<file path="config.mk">
export PLATFORM = sky130hd
export DESIGN_NAME = lzos_tables
export DESIGN_NICKNAME = d
export VERILOG_FILES = /design/src/sv/lzos_pkg.sv /design/src/sv/lzos_tables.sv
export SDC_FILE = /design/constraint.sdc
export NUM_CORES = 2
export LEC_CHECK = 0
export BUFFER_PORTS_ARGS = -buffer_cell sky130_fd_sc_hd__buf_2
export CORE_MARGIN = 3
export CORE_UTILIZATION = 45
export CTS_CLUSTER_DIAMETER = 30
export DETAILED_ROUTE_END_ITERATION = 8
export RECOVER_POWER = 25
export SLEW_MARGIN = 30
export SYNTH_ARGS = -nofsm -noshare
export SYNTH_HDL_FRONTEND = slang
export SYNTH_MEMORY_MAX_BITS = 65536
export SYNTH_SLANG_ARGS = --single-unit
</file>
<file path="constraint.sdc">
create_clock -name clk -period 2.6 [get_ports clk]
set_clock_uncertainty 0.2 [all_clocks]
set_input_delay 0.13 -clock clk [delete_from_list [all_inputs] [get_ports clk]]
set_output_delay 0.13 -clock clk [all_outputs]
set_load 0.02 [all_outputs]
</file>
<file path="src/sv/lzos_pkg.sv">
`timescale 1ns / 1ps
package lzos_pkg;

    localparam int SLOT_W         = 8;
    localparam int HEIGHT_W       = 9;
    localparam int NUM_LAYERS_DEF = 256;
    localparam int POOL_MAX       = 256;

    localparam logic [1:0] FUNC_ALLOC = 2'd0;
    localparam logic [1:0] FUNC_MOVE  = 2'd1;
    localparam logic [1:0] FUNC_FREE  = 2'd2;

    localparam logic signed [HEIGHT_W-1:0] HIDDEN = '1;

    typedef struct packed {
        logic                ot_we;
        logic [SLOT_W-1:0]   ot_waddr;
        logic [SLOT_W-1:0]   ot_wdata;
        logic [SLOT_W-1:0]   ot_raddr;
        logic                h_we;
        logic [SLOT_W-1:0]   h_waddr;
        logic [HEIGHT_W-1:0] h_wdata;
        logic [SLOT_W-1:0]   h_raddr;
    } tbl_req_t;

    typedef struct packed {
        logic [SLOT_W-1:0]   ot_rdata;
        logic [HEIGHT_W-1:0] h_rdata;
    } tbl_rsp_t;

endpackage

</file>
<file path="src/sv/lzos_tables.sv">
`timescale 1ns / 1ps
module lzos_tables #(
    parameter int NUM_LAYERS = lzos_pkg::NUM_LAYERS_DEF
) (
    input  logic               clk,
    input  lzos_pkg::tbl_req_t req,
    output lzos_pkg::tbl_rsp_t rsp
);
    import lzos_pkg::*;

    localparam int POOL = (NUM_LAYERS < POOL_MAX) ? NUM_LAYERS : POOL_MAX;
    localparam int AW   = $clog2(POOL);

    logic [SLOT_W-1:0]   order_mem  [POOL];
    logic [HEIGHT_W-1:0] height_mem [POOL];
    logic [SLOT_W-1:0]   ot_rdata_reg;
    logic [HEIGHT_W-1:0] h_rdata_reg;

    always_ff @(posedge clk)
    begin
        if (req.ot_we)
        begin
            order_mem[req.ot_waddr[AW-1:0]] <= req.ot_wdata;
        end
        ot_rdata_reg <= order_mem[req.ot_raddr[AW-1:0]];
    end

    always_ff @(posedge clk)
    begin
        if (req.h_we)
        begin
            height_mem[req.h_waddr[AW-1:0]] <= req.h_wdata;
        end
        h_rdata_reg <= height_mem[req.h_raddr[AW-1:0]];
    end

    assign rsp.ot_rdata = ot_rdata_reg;
    assign rsp.h_rdata  = h_rdata_reg;

endmodule

</file>
==> results.py <==
metrics = {
    "place": {
        "dpl.hpwl_um": 284000,
        "port_buffers": 68,
        "place_ws_ns": -0.997,
        "place_congestion": 0.864,
    },
    "clocking": {
        "cts_sinks": 4369,
        "cts-root-buf": "clkbuf_16",
        "clock_path_buffers": 4,
        "postCtsSetupRepairBufs": 0,
        "clk_latency_ns": 1.07,
        "numCtsBuffers": 749,
        "clk_pin_slew_ns": 0.05,
        "h-tree-depth": 6,
        "cts_tree": "yes",
    },
    "logic_synthesis": {
        "synth_seq_cells": 4369,
        "ys_warn_count": 0,
        "synth_edf_count": 4352,
        "syn-cell-area_sq_um": 169000,
        "yosysMostFrequentCell": "edfxtp_1",
        "synthArstFlopShare": 0,
        "netlist_instances": 7748,
        "synthTopCellsByCount": "edfxtp_1 (4352), mux4_2 (1011), nor2_1 (564)",
        "synthFlopType": "edfxtp_1",
        "synth.top_cell.area_share": 0.772,
        "ys_types": 64,
        "syn_area_per_cell_sq_um": 21.8,
        "synth_top_cell_by_area": "edfxtp_1",
        "synth_nets": 7800,
        "yosysSeqAreaShare": 0.774,
        "synth_area_leaders": "edfxtp_1 (77%), mux4_2 (13%), mux2i_1 (2.1%)",
    },
    "route": {
        "drt-wirelength-per-cell_um": 29.6,
        "ant_nets": 0,
        "drt-pass1-iter-count": 8,
        "num_vias": 88800,
        "finalWirelength_um": 451000,
        "vias_per_cell": 5.83,
        "first_iter_violations": 10900,
        "drc_errors": 0,
    },
    "layout": {
        "seq_area_sq_um": 131000,
        "nFillCells": 27000,
        "drive_above_1_share": 0.375,
        "syn_to_final_growth_pct": 25.8,
        "largest_register_ffs": 2304,
        "multi_input_area_sq_um": 35800,
        "num-nets-final": 9659,
    },
    "run_status": {
        "status": "complete, but fails checks",
        "violations": "capacitance limit, slew limit, setup timing",
    },
    "timing": {
        "period_share": 1.04,
        "max_slew_margin": -0.634,
        "drv_slew": 675,
        "fmax_mhz": 370,
        "rsz0062_at_grt": "yes",
        "worst_pin_slew_ns": 2.45,
        "finalSetupViolations": 3,
        "fin_ws_ns": -0.103,
        "post-route-min-period_ns": 2.70,
        "fin_hold_ws_ns": 0.0970,
        "hold_viol_final": 0,
    },
    "die": {
        "num_rows": 224,
        "coreArea_sq_um": 373000,
        "die_y_um": 619,
        "num_io_pins": 69,
        "initial_core_util": 0.453,
        "die_width_um": 619,
        "dieArea_sq_um": 383000,
    },
    "pwr": {
        "power.leakage_nw": 71.2,
        "peakVddDrop_mv": 0.747,
        "p_per_area_nw_per_um2": 872,
    },
    "worst_setup_path": {
        "cpPeakStageDelay_ns": 0.99,
        "cp_data_arrival_time_ns": 3.43,
        "cp_max_fo": 8,
        "required_ns": 3.33,
        "crit_top_cell": "buf_4",
        "path_cells": "dlygate4sd3_1, buf_2, buf_4, nand2b_1, a21oi_1, buf_4, nor3_1, buf_4, nor3_2, buf_4, nor4_1",
        "path_class": "input port to register",
        "endpoint_kind": "register",
        "crit_slowest_cell": "a21oi_1",
        "start_kind": "input port",
        "critPathBufInv": 6,
        "crit_family": "buffers and inverters",
    },
    "global_route": {
        "grt_use_total": 0.234,
        "grt_max_degree": 98,
        "grt_pass1_wl_um": 653000,
        "grt_pass1_vias": 91200,
        "antenna_found_initial": 21,
        "overflow": 0,
    },
    "flow_run": {
        "drv_cap": 11,
    },
    "worst_hold_path": {
        "hold_path_class": "input port to register",
    },
}
==> kinds of logic (layout without fill, tap and decap cells) <==
group,after synthesis,count (layout),share of synthesized area
compound gates,636,636,0.0276
mux,1400,1400,0.159
buf+inv,470,2973,0.0172
simple gates,873,873,0.0223
flops,4369,4369,0.774
other cells,0,7,0
==> report_power, final <==
part	internal, mW	switching [mW]	leakage, nW
Clock	64.1	35.0	12.4
Combinational	3.48	5.16	19.5
Sequential	77.8	0.138	39.3
==> metrics by stage <==
step           total power, mW  utilization  cell area [sq um]  TNS [ns]  cells
2_1_floorplan             83.1            -             169000         0   7748
3_3_place_gp              87.6        0.498             186000    -10.92  13800
3_5_place_dp              87.7        0.499             186000    -10.52  13800
4_1_cts                    187        0.571             213000         0  15200
5_1_grt                    191        0.570             213000     -1.01  15200
6_report                   186        0.570             213000    -0.190  15200
==> layer usage <==
metal  GRT usage  share of wire  vias up  routed length [um]
met5           0        0.00015        -                  69
met4      0.0624          0.026       10               11700
met3      0.0471          0.087      737               39500
met2       0.367           0.47     4088              214000
met1       0.338           0.41    47200              186000
li1            -              -    36800                   -
==> layout make-up <==
type,count,area share
clock inverter,560,0.0313
sequential,4369,0.615
tap,4972,0.0292
antenna,7,0.0000823
inverter,13,0.000229
clock buffer,835,0.0906
timing repair buffer,1565,0.0649
multi-input combinational,2909,0.168
==> worst paths after layout <==
path,end,startpoint,slack (ns),cells past startpoint
setup reg to reg,h_rdata_reg[7],height_mem[175][7],-0.01,8
setup / recovery,h_rdata_reg[3],req[6],-0.10,11
hold reg to reg,h_rdata_reg[4],height_mem[191][4],0.71,4
hold / removal,h_rdata_reg[8],req[0],0.1,6
==> cell usage in the layout (no fill, tap or decap), types with 27 or more instances in the layout <==
cell	instances
dlygate4sd3_1	63
a21oi_1	78
mux2i_1	356
buf_4	1228
a22oi_1	63
edfxtp_1	4352
clkinv_4	64
bufinv_16	102
inv_6	67
nand3_1	34
clkbuf_2	27
clkinvlp_4	81
nor3_1	29
a211oi_1	44
o22ai_1	107
mux4_2	1011
buf_12	163
clkinv_1	95
nor2_1	556
nor2b_1	37
buf_2	45
nand2_1	97
a22o_1	62
clkinv_2	106
a221oi_1	54
clkbuf_1	92
o221ai_1	82
o21ai_0	43
clkbuf_16	759
==> tightest hold or removal path: cells and delay by family <==
family                 cells  cell delay, ns
AOI/OAI and AO/OA          3            0.60
and+or+nand+nor            1            0.09
buffers and inverters      2            0.42
==> repair_timing <==
| item | CTS | global route |
|---|---|---|
| resized for setup | 54 | 38 |
| gates cloned | 0 | 0 |
| hold buffers | 72 | 0 |
| pin swaps | 5 | 10 |
| setup endpoints to repair | 15 | 96 |
| hold endpoints to repair | 8108 | 0 |
No activity file was read; power rests on OpenSTA's default activity.
